`src/rtl/core/slr_pkg.sv`:
```
package slr_pkg;

    localparam int NUM_SLOTS  = 8;
    localparam int SLOT_IDX_W = (NUM_SLOTS > 1) ? $clog2(NUM_SLOTS) : 1;
    localparam int ANGLE_W    = 8;
    localparam int TICK_W     = 16;
    localparam int CAT_W      = 5;
    localparam int REQ_W      = 16;
    localparam int TABLE_W    = 64;
    localparam int CFG_IDX_W  = 2;

    localparam logic [ANGLE_W-1:0] ANGLE_MAX  = 8'd180;
    localparam logic [ANGLE_W-1:0] STEP_FAR   = 8'd20;
    localparam logic [ANGLE_W-1:0] STEP_MID   = 8'd12;
    localparam logic [ANGLE_W-1:0] STEP_NEAR  = 8'd3;
    localparam logic [ANGLE_W-1:0] DIST_FAR   = 8'd90;
    localparam logic [ANGLE_W-1:0] DIST_MID   = 8'd45;
    localparam logic [ANGLE_W-1:0] DIST_NEAR  = 8'd15;
    localparam logic [ANGLE_W-1:0] DEF_STEP_RST = 8'd7;
    localparam logic [TICK_W-1:0]  INTERVAL_RST = 16'd20;
    localparam logic [TICK_W-1:0]  TICK_SAT     = 16'hFFFF;

    typedef enum logic [1:0] {
        CMD_TICK  = 2'd0,
        CMD_CAT   = 2'd1,
        CMD_ANGLE = 2'd2
    } t_cmd;

    typedef enum logic [CFG_IDX_W-1:0] {
        REG_SLOT_ANGLES   = 2'd0,
        REG_STEP_INTERVAL = 2'd1,
        REG_DEFAULT_STEP  = 2'd2
    } t_reg_idx;

    typedef struct packed {
        logic [ANGLE_W-1:0] position;
        logic [ANGLE_W-1:0] goal;
        logic [TICK_W-1:0]  elapsed;
    } t_state;

    typedef struct packed {
        logic [TABLE_W-1:0] slot_angles;
        logic [TICK_W-1:0]  step_interval;
        logic [ANGLE_W-1:0] default_step;
    } t_cfg;

    typedef struct packed {
        logic [ANGLE_W-1:0] position;
        logic [ANGLE_W-1:0] goal;
        logic               stepped;
        logic               settled;
    } t_result;

endpackage

```
`src/rtl/core/slr_step.sv`:
```
module slr_step (
    input  logic [1:0]                       i_cmd,
    input  logic signed [slr_pkg::CAT_W-1:0] i_category,
    input  logic signed [slr_pkg::REQ_W-1:0] i_angle_request,
    input  slr_pkg::t_cfg                    i_cfg,
    input  slr_pkg::t_state                  i_state,
    output slr_pkg::t_state                  o_state,
    output slr_pkg::t_result                 o_result
);

    logic [slr_pkg::SLOT_IDX_W-1:0] slot_idx;
    logic [slr_pkg::ANGLE_W-1:0]    slot_raw;
    logic [slr_pkg::ANGLE_W-1:0]    slot_angle;
    logic [slr_pkg::ANGLE_W-1:0]    req_angle;
    logic [slr_pkg::ANGLE_W-1:0]    distance;
    logic [slr_pkg::ANGLE_W-1:0]    step;
    logic [slr_pkg::ANGLE_W-1:0]    next_pos;
    logic [slr_pkg::TICK_W-1:0]     ticks_inc;
    logic                           move;

    // category clamp and table lookup
    always_comb begin
        if (i_category[slr_pkg::CAT_W-1]) begin
            slot_idx = '0;
        end else if (i_category[slr_pkg::CAT_W-2:0] >
                     (slr_pkg::CAT_W-1)'(slr_pkg::NUM_SLOTS - 1)) begin
            slot_idx = slr_pkg::SLOT_IDX_W'(slr_pkg::NUM_SLOTS - 1);
        end else begin
            slot_idx = i_category[slr_pkg::SLOT_IDX_W-1:0];
        end
        slot_raw   = i_cfg.slot_angles[slot_idx*slr_pkg::ANGLE_W +: slr_pkg::ANGLE_W];
        slot_angle = (slot_raw > slr_pkg::ANGLE_MAX) ? slr_pkg::ANGLE_MAX : slot_raw;
    end

    always_comb begin
        if (i_angle_request[slr_pkg::REQ_W-1]) begin
            req_angle = '0;
        end else if (i_angle_request > $signed({8'd0, slr_pkg::ANGLE_MAX})) begin
            req_angle = slr_pkg::ANGLE_MAX;
        end else begin
            req_angle = i_angle_request[slr_pkg::ANGLE_W-1:0];
        end
    end

    // slew step
    always_comb begin
        ticks_inc = (i_state.elapsed != slr_pkg::TICK_SAT) ?
                    i_state.elapsed + 16'd1 : i_state.elapsed;
        move = (i_state.position != i_state.goal) && (ticks_inc >= i_cfg.step_interval);
        distance = (i_state.goal > i_state.position) ? i_state.goal - i_state.position
                                                     : i_state.position - i_state.goal;
        if (distance > slr_pkg::DIST_FAR) begin
            step = slr_pkg::STEP_FAR;
        end else if (distance > slr_pkg::DIST_MID) begin
            step = slr_pkg::STEP_MID;
        end else if (distance < slr_pkg::DIST_NEAR) begin
            step = slr_pkg::STEP_NEAR;
        end else begin
            step = i_cfg.default_step;
        end
        if (step >= distance) begin
            next_pos = i_state.goal;
        end else if (i_state.position < i_state.goal) begin
            next_pos = i_state.position + step;
        end else begin
            next_pos = i_state.position - step;
        end
    end

    always_comb begin
        o_state          = i_state;
        o_result.stepped = 1'b0;
        case (i_cmd)
            slr_pkg::CMD_CAT: begin
                o_state.goal = slot_angle;
            end
            slr_pkg::CMD_ANGLE: begin
                o_state.goal = req_angle;
            end
            slr_pkg::CMD_TICK: begin
                o_state.elapsed = ticks_inc;
                if (move) begin
                    o_state.elapsed  = '0;
                    o_state.position = next_pos;
                    o_result.stepped = (next_pos != i_state.position);
                end
            end
            default: begin
            end
        endcase
        o_result.position = o_state.position;
        o_result.goal     = o_state.goal;
        o_result.settled  = (o_state.position == o_state.goal);
    end

endmodule

```
`src/rtl/core/servo_slew_ramp_positioner.sv`:
```
// a result is registered in the output register, or in the skid register while the output is stalled
// throughput: one item per cycle while o_in_stall is low, with no dependency between items beyond the state registers
// a two-entry output (result register plus skid register) keeps input stall registered
// reset: synchronous active-low, position and goal return to 0, tick count to 0,
// table to 0, step interval to 20 and default step to 7
module servo_slew_ramp_positioner (
    input  logic                                 i_clk,
    input  logic                                 i_rst_n,
    input  logic                                 i_cfg_we,
    input  logic [slr_pkg::CFG_IDX_W-1:0]        i_cfg_idx,
    input  logic [slr_pkg::TABLE_W-1:0]          i_cfg_data,
    input  logic                                 i_in_valid,
    output logic                                 o_in_stall,
    input  logic [1:0]                           i_cmd,
    input  logic signed [slr_pkg::CAT_W-1:0]     i_category,
    input  logic signed [slr_pkg::REQ_W-1:0]     i_angle_request,
    output logic                                 o_out_valid,
    input  logic                                 i_out_stall,
    output logic [slr_pkg::ANGLE_W-1:0]          o_position,
    output logic [slr_pkg::ANGLE_W-1:0]          o_goal,
    output logic                                 o_stepped,
    output logic                                 o_settled
);

    slr_pkg::t_cfg    r_cfg;
    slr_pkg::t_state  r_state;
    slr_pkg::t_state  n_state;
    slr_pkg::t_result n_res;
    slr_pkg::t_result r_out;
    slr_pkg::t_result r_skd;
    logic             r_out_valid;
    logic             r_skd_valid;
    logic             in_xfer;
    logic             out_xfer;

    assign o_in_stall = r_skd_valid;
    assign in_xfer    = i_in_valid && !r_skd_valid;
    assign out_xfer   = r_out_valid && !i_out_stall;

    slr_step u_step (
        .i_cmd           (i_cmd),
        .i_category      (i_category),
        .i_angle_request (i_angle_request),
        .i_cfg           (r_cfg),
        .i_state         (r_state),
        .o_state         (n_state),
        .o_result        (n_res)
    );

    always_ff @(posedge i_clk) begin
        if (!i_rst_n) begin
            r_cfg.slot_angles   <= '0;
            r_cfg.step_interval <= slr_pkg::INTERVAL_RST;
            r_cfg.default_step  <= slr_pkg::DEF_STEP_RST;
        end else if (i_cfg_we) begin
            case (i_cfg_idx)
                slr_pkg::REG_SLOT_ANGLES: begin
                    r_cfg.slot_angles <= i_cfg_data;
                end
                slr_pkg::REG_STEP_INTERVAL: begin
                    r_cfg.step_interval <= i_cfg_data[slr_pkg::TICK_W-1:0];
                end
                slr_pkg::REG_DEFAULT_STEP: begin
                    r_cfg.default_step <= i_cfg_data[slr_pkg::ANGLE_W-1:0];
                end
                default: begin
                end
            endcase
        end
    end

    always_ff @(posedge i_clk) begin
        if (!i_rst_n) begin
            r_state <= '0;
        end else if (in_xfer) begin
            r_state <= n_state;
        end
    end

    // output register with skid
    always_ff @(posedge i_clk) begin
        if (!i_rst_n) begin
            r_out_valid <= 1'b0;
            r_skd_valid <= 1'b0;
        end else if (r_skd_valid) begin
            if (out_xfer) begin
                r_skd_valid <= 1'b0;
            end
        end else if (in_xfer) begin
            if (!r_out_valid || out_xfer) begin
                r_out_valid <= 1'b1;
            end else begin
                r_skd_valid <= 1'b1;
            end
        end else if (out_xfer) begin
            r_out_valid <= 1'b0;
        end
    end

    always_ff @(posedge i_clk) begin
        if (r_skd_valid) begin
            if (out_xfer) begin
                r_out <= r_skd;
            end
        end else if (in_xfer) begin
            if (!r_out_valid || out_xfer) begin
                r_out <= n_res;
            end else begin
                r_skd <= n_res;
            end
        end
    end

    assign o_out_valid = r_out_valid;
    assign o_position  = r_out.position;
    assign o_goal      = r_out.goal;
    assign o_stepped   = r_out.stepped;
    assign o_settled   = r_out.settled;

    a_skid_needs_out: assert property (@(posedge i_clk) disable iff (!i_rst_n)
        r_skd_valid |-> r_out_valid)
        else $error("skid entry held without an output entry");

    a_angle_range: assert property (@(posedge i_clk) disable iff (!i_rst_n)
        (r_state.position <= slr_pkg::ANGLE_MAX) && (r_state.goal <= slr_pkg::ANGLE_MAX))
        else $error("position or goal beyond angle limit");

    a_step_clears_count: assert property (@(posedge i_clk) disable iff (!i_rst_n)
        (in_xfer && n_res.stepped) |=> (r_state.elapsed == '0))
        else $error("tick count not cleared after a step");

    a_set_holds_position: assert property (@(posedge i_clk) disable iff (!i_rst_n)
        (in_xfer && (i_cmd != slr_pkg::CMD_TICK)) |=>
        (r_state.position == $past(r_state.position)))
        else $error("set command moved the position");

endmodule

```
`config.mk`:
```
export PLATFORM = sky130hd
export DESIGN_NAME = servo_slew_ramp_positioner
export DESIGN_NICKNAME = d
export VERILOG_FILES = /design/src/rtl/core/slr_pkg.sv /design/src/rtl/core/slr_step.sv /design/src/rtl/core/servo_slew_ramp_positioner.sv
export SDC_FILE = /design/constraint.sdc
export NUM_CORES = 1
export LEC_CHECK = 0
export BUFFER_PORTS_ARGS = -buffer_cell sky130_fd_sc_hd__buf_2
export CORE_MARGIN = 5
export CORE_UTILIZATION = 47
export CTS_CLUSTER_DIAMETER = 200
export CTS_CLUSTER_SIZE = 40
export DETAILED_ROUTE_END_ITERATION = 7
export GPL_TIMING_DRIVEN = 0
export PLACE_DENSITY = 0.65
export REMOVE_ABC_BUFFERS = 1
export SLEW_MARGIN = 40
export SYNTH_ARGS = -nofsm -noshare
export SYNTH_HDL_FRONTEND = slang
export SYNTH_HIERARCHICAL = 1
export SYNTH_SLANG_ARGS = --single-unit
```
`constraint.sdc`:
```
create_clock -name i_clk -period 6 [get_ports i_clk]
set_clock_uncertainty 0.15 [all_clocks]
set_input_delay 1.2 -clock i_clk [delete_from_list [all_inputs] [get_ports i_clk]]
set_output_delay 1.2 -clock i_clk [all_outputs]
set_load 0.01 [all_outputs]
```
* Word-level counts from Yosys, hierarchy flattened
Index checks and enable logic that the tools add are counted.
Word-level totals: register bits after elaboration 158, logic and storage cells 92, input port bits 94
Cells by class: eq/ne operators 10, reductions and logical operators 19, $lt $le $gt $ge 10, shifts and indexed selects 1, mux-type cells 29, bitwise logic cells 2, add/sub/neg operators 5
Operators with widths (number):
- $mux W8 | 11
- $mux W18 | 4
- $shiftx A64 B7 Y8 | 1
- $mux W16 | 2
- $sub A8 B8 Y8 | 3
- $add A16 B1 Y16 const B | 1
- $ge A16 B16 Y1 | 1
- $gt A16 B9 Y1 const B | 1
- $ne A16 B16 Y1 const B | 1
- $ne A8 B8 Y1 | 2
- $pmux W8 S2 | 1
- $mux W1 | 9
- $reduce_and A3 Y1 | 3
- $add A8 B8 Y8 | 1
- $eq A8 B8 Y1 | 1
- $ge A8 B8 Y1 | 1
- $gt A8 B6 Y1 const B | 1
- $gt A8 B7 Y1 const B | 1
- $gt A8 B8 Y1 | 1
- $gt A8 B8 Y1 const B | 1
- $lt A8 B4 Y1 const B | 1
- $lt A8 B8 Y1 | 1
- $reduce_and A2 Y1 | 4
- $mux W3 | 2
- other kinds (10) | 21

* Longest topological paths before layout
depth after elaboration 15, gate-level depth with buffers 36, gate-level depth less buffers 33

* Cells and area by module
Netlist, hierarchy kept.
Modules (own cells, without submodules):
- servo_slew_ramp_positioner | instances 1, seq. area each 3523.4 um^2, area each 5661.7 um^2, cells each 576
- slr_step | instances 1, seq. area each 0.0 um^2, area each 4645.7 um^2, cells each 707

* Worst setup path after synthesis
Ideal clock, no wire load.
path type register -> register, start register r_state[25] (netlist name), end register r_out (netlist bit o_stepped), data pin, data arrival time 5.214 ns, required time 5.590 ns, stages on the path, launching flop included 32, path slack 0.376 ns, library setup time 0.260 ns, cells stage by stage dfxtp_1 inv_1 fa_1 nand3_1 a21oi_2 o22a_1 buf_6 mux2i_4 xnor2_4 nand3_1 nor2_1 nor2_1 nor2_1 inv_1 ha_1 nand2_1 o21ai_0 inv_1 ha_1 nor2b_1 o21ai_0 a21oi_1 o21a_1 nor2_1 o21bai_1 a21oi_1 xnor2_1 xnor2_2 mux2_2 a21oi_1 a31oi_1 mux2_2
RTL lines:
- start, declared | line servo_slew_ramp_positioner.sv:26 | slr_pkg::t_state r_state;
- start signal, assigned | line servo_slew_ramp_positioner.sv:76 | r_state <= n_state;
- end signal, assigned | line servo_slew_ramp_positioner.sv:103 | r_out <= r_skd;
- end signal, assigned | line servo_slew_ramp_positioner.sv:107 | r_out <= n_res;
- end, declared | line servo_slew_ramp_positioner.sv:29 | slr_pkg::t_result r_out;

==> reports/summary.md <==
Clock-pin slew was measured on the worst setup and hold paths at 70 ps. The most critical setup path has its startpoint at r_state[17]. The share of synthesized registers carrying an async set or reset came out at 0. The run gives 0 as the total DRC errors in the routed layout. The worst setup path is launched from a flop. Counting the buffers created by CTS gives 17. After global routing the overflow that remains totals 0.

The core region is 21700 um2. The run gives 0.342 as the proportion of synthesized chip area in sequential cells. The final clock period utilization by the worst path is 0.966, and the static leakage power is 0.00495 uW. The number of buffers and inverters on the critical path is 5.

The library cell used as clock root buffer was sky130_fd_sc_hd__clkbuf_16. 114 I/O pins were placed. The net count of the finished layout is 1502.

The floorplan step defined a die boundary enclosing 25000 um2. Entering global routing, the biggest net connects 100 pins. The worst register-to-register path ends at o_stepped. The clock reaches the later pin of the worst-skew pair after 430 ps. The run gives 0.475 as the effective utilization at floorplan. Along the worst hold path, the cell count comes to 2.

In this run, distinct cell masters in the synthesized netlist total 84. The startpoint of the worst-slack reg-to-reg timing path is r_state[17]. In the routed layout, each cell is associated on average with a via count of 5.66. For the worst-case headroom to the max-slew limit, the log shows 0.420. The arrival time reported for the critical path endpoint was 5840 ps. The gate family responsible for the most delay along the worst path is compound AO/OA/AOI/OAI gates.

The logs give 4 for the maximum level of the CTS H-tree and 172 MHz for the upper clock frequency limit. For the required time of the critical path, the log shows 6040 ps. The worst hold path belongs to the class reg -> reg. The setup slack of the most critical reg-to-reg path was 200 ps. The synthesized flop and latch total works out to 158.

Initial antenna violation count: 2. The tree built by TritonCTS fans out to 158 sinks. The floorplan has 54 rows.

The synthesized cell area was 10300 um2; the maximum buffer depth of the clock tree was 2. The slew at the pin closest to its max-slew limit came out at 863 ps. Setup violations remaining at the end of the flow were counted as 0.

The first global-routing pass estimated 44.9 mm of wire. The worst path in the final design needs a cycle of 5800 ps, including I/O delays and setup. Wires add up to 28.6 mm. The max-slew violation count came out at 0. The logs give 0.925 for the final estimated routing congestion in global placement and 2021 for the number of filler instances in the final layout. The average wire per standard cell works out to 17.3 um. The run finished with clean final reports. The die is 158 um tall.

The number of synthesized flops with an enable pin works out to 36. The number of stages on the worst setup path is 31, and the depth of the most critical reg-to-reg path is 31. The number of placed instances, taps included, is 1588. STA classifies the critical path endpoint as a flop. In the synthesized netlist the dominant register cell turns out to be sky130_fd_sc_hd__dfxtp_1. The number of DRC markers after the initial detailed-route iteration is 685, and the ratio of cells with drive above 1 in the final layout is 0.220. The number of warnings printed during yosys synthesis is 6, and the number of port buffers is 113.

The critical path is of the reg -> reg type. Excluding fillers, the count of instances in the completed layout stands at 1648. The detailed router placed 9323 vias in this run. The slowest stage of the critical path is the sky130_fd_sc_hd__dfxtp_2 cell. Detailed placement ended at an HPWL of 20.3 mm.

Power spread over the standard cell area amounts to 300 nW/um2. The maximum vdd ir drop is 0.000208 V. In this design, the stage delay of the slowest critical-path cell is 390 ps.

Before antenna repair, the detailed router went through 6 iterations. For the hold violation total from the final report, the log shows 0. The tools report the synthesized instance count as 1283. For the number of global-route vias before repair, the log shows 8611.

Of all nets on the critical path, the largest fanout is 4. Max-cap violations in this run came to 0. The die boundary width came out at 158 um. TritonCTS built the clock tree. For the final cell utilization of the core, the log shows 0.558.

Adding up every negative setup slack in the final design gives 0 ps. The synthesis-to-finish area growth works out to 17.3%. The global routing usage summed across all routing layers is 0.225. The run gives 0 as the number of routed nets with antenna violations. Dividing the synthesized area by the synthesized cell count gives 8.03 um2. In this run the worst setup path terminates at o_stepped.
==> how the worst min path moves through the flow <==
stage	startpoint	endpoint	slack, ps
finish	r_cfg[58]	r_cfg[58]	300
detailed placement	r_cfg[56]	r_cfg[56]	290
floorplan	r_cfg[49]	r_cfg[49]	270
global route	r_cfg[47]	r_cfg[47]	310
CTS	r_cfg[26]	r_cfg[26]	300
global placement	r_cfg[54]	r_cfg[54]	290
==> what timing repair did <==
action,CTS,global route
endpoints found under the setup margin,24,10
hold buffers,0,0
gates cloned,1,0
buffers inserted,11,15
resized for setup,44,56
pin swaps,6,25
==> cells in the final DEF (no fill, tap or decap), types with 36 or more instances in the layout <==
cell type and instances:
sky130_fd_sc_hd__nand2_1 215, sky130_fd_sc_hd__nand3_1 159, sky130_fd_sc_hd__buf_2 112, sky130_fd_sc_hd__dfxtp_1 106, sky130_fd_sc_hd__o21ai_0 89, sky130_fd_sc_hd__inv_1 53
sky130_fd_sc_hd__a21oi_1 50, sky130_fd_sc_hd__ha_1 44, sky130_fd_sc_hd__nor2_1 42, sky130_fd_sc_hd__edfxtp_1 36
==> power by group <==
group | switching, uW | internal, uW | leakage (uW)
registers | 25.2 | 1130 | 0.00135
logic | 791 | 571 | 0.00331
clock network | 483 | 628 | 0.000296
total | 1300 | 2330 | 0.00495
==> per-stage QoR <==
stage | worst slack, ps | area, um2 | hold slack [ps] | total power (uW)
global route | -76.8 | 12100 | 315 | 3800
floorplan | 205 | 9820 | 274 | 1980
finish | 202 | 12100 | 301 | 3630
global placement | -739 | 10700 | 286 | 2270
detailed placement | -792 | 10900 | 292 | 2290
CTS | 9.38 | 11800 | 301 | 3510
==> synthesized netlist by cell type (all sizes together), types with 8 or more instances <==
cell | n | share of area
xnor2 | 30 | 0.029
and3 | 11 | 0.0067
nand4 | 8 | 0.0055
nor3 | 11 | 0.0053
a21boi | 34 | 0.025
or3 | 9 | 0.0055
nor2 | 51 | 0.019
o31ai | 8 | 0.0063
inv | 61 | 0.022
clkbuf | 42 | 0.015
buf | 54 | 0.032
mux2 | 22 | 0.024
o211ai | 12 | 0.0097
a21oi | 60 | 0.030
nand2b | 17 | 0.010
edfxtp | 36 | 0.10
nand3 | 161 | 0.078
a31oi | 10 | 0.0075
nor2b | 14 | 0.0085
dfxtp | 122 | 0.24
nand2 | 215 | 0.078
ha | 51 | 0.062
xor2 | 10 | 0.0085
mux2i | 18 | 0.019
o21ai | 97 | 0.048
==> worst register-to-register path: cells and delay by family (launching register included) <==
family	cells	cell delay, ps
muxes	3	850
and+or+nand+nor	8	890
DFF	1	390
buffers and inverters	5	630
adders and majority gates	3	880
AOI/OAI and AO/OA	9	1350
xor gates and xnor gates	3	440
==> area by class of cell <==
class / instances / area, um2 / area share
sequential: 158 / 3560 / 0.294
timing repair buffer: 147 / 882 / 0.0729
inverter: 61 / 235 / 0.0195
tap: 280 / 350 / 0.0290
clock buffer: 17 / 425 / 0.0352
multi-input combinational: 969 / 6460 / 0.535
clock inverter: 15 / 178 / 0.0147
antenna: 1 / 2.50 / 0.000207
==> cells by family after synthesis <==
logic type / share of synthesized area
fa+ha+maj: 0.0677
mux: 0.0518
xor+xnor: 0.0373
flops: 0.342
buf+inv: 0.0692
compound gates: 0.192
simple gates: 0.240
==> sequential cells by signal, summed over array words and instances, names as in the netlist <==
| name | count |
|---|---|
| o_goal | 8 |
| o_in_stall | 1 |
| o_out_valid | 1 |
| o_position | 8 |
| o_settled | 1 |
| o_stepped | 1 |
| r_cfg | 88 |
| r_skd | 18 |
| r_state | 32 |
==> metal layers <==
| layer | wire length, um | vias to the layer above | GRT usage |
|---|---|---|---|
| li1 | - | 4688 | - |
| met1 | 13100 | 4354 | 0.307 |
| met2 | 13700 | 231 | 0.370 |
| met3 | 1190 | 48 | 0.0325 |
| met4 | 571 | 2 | 0.0695 |
| met5 | 11 | - | 0 |
Power figures use the tool's default switching activity.
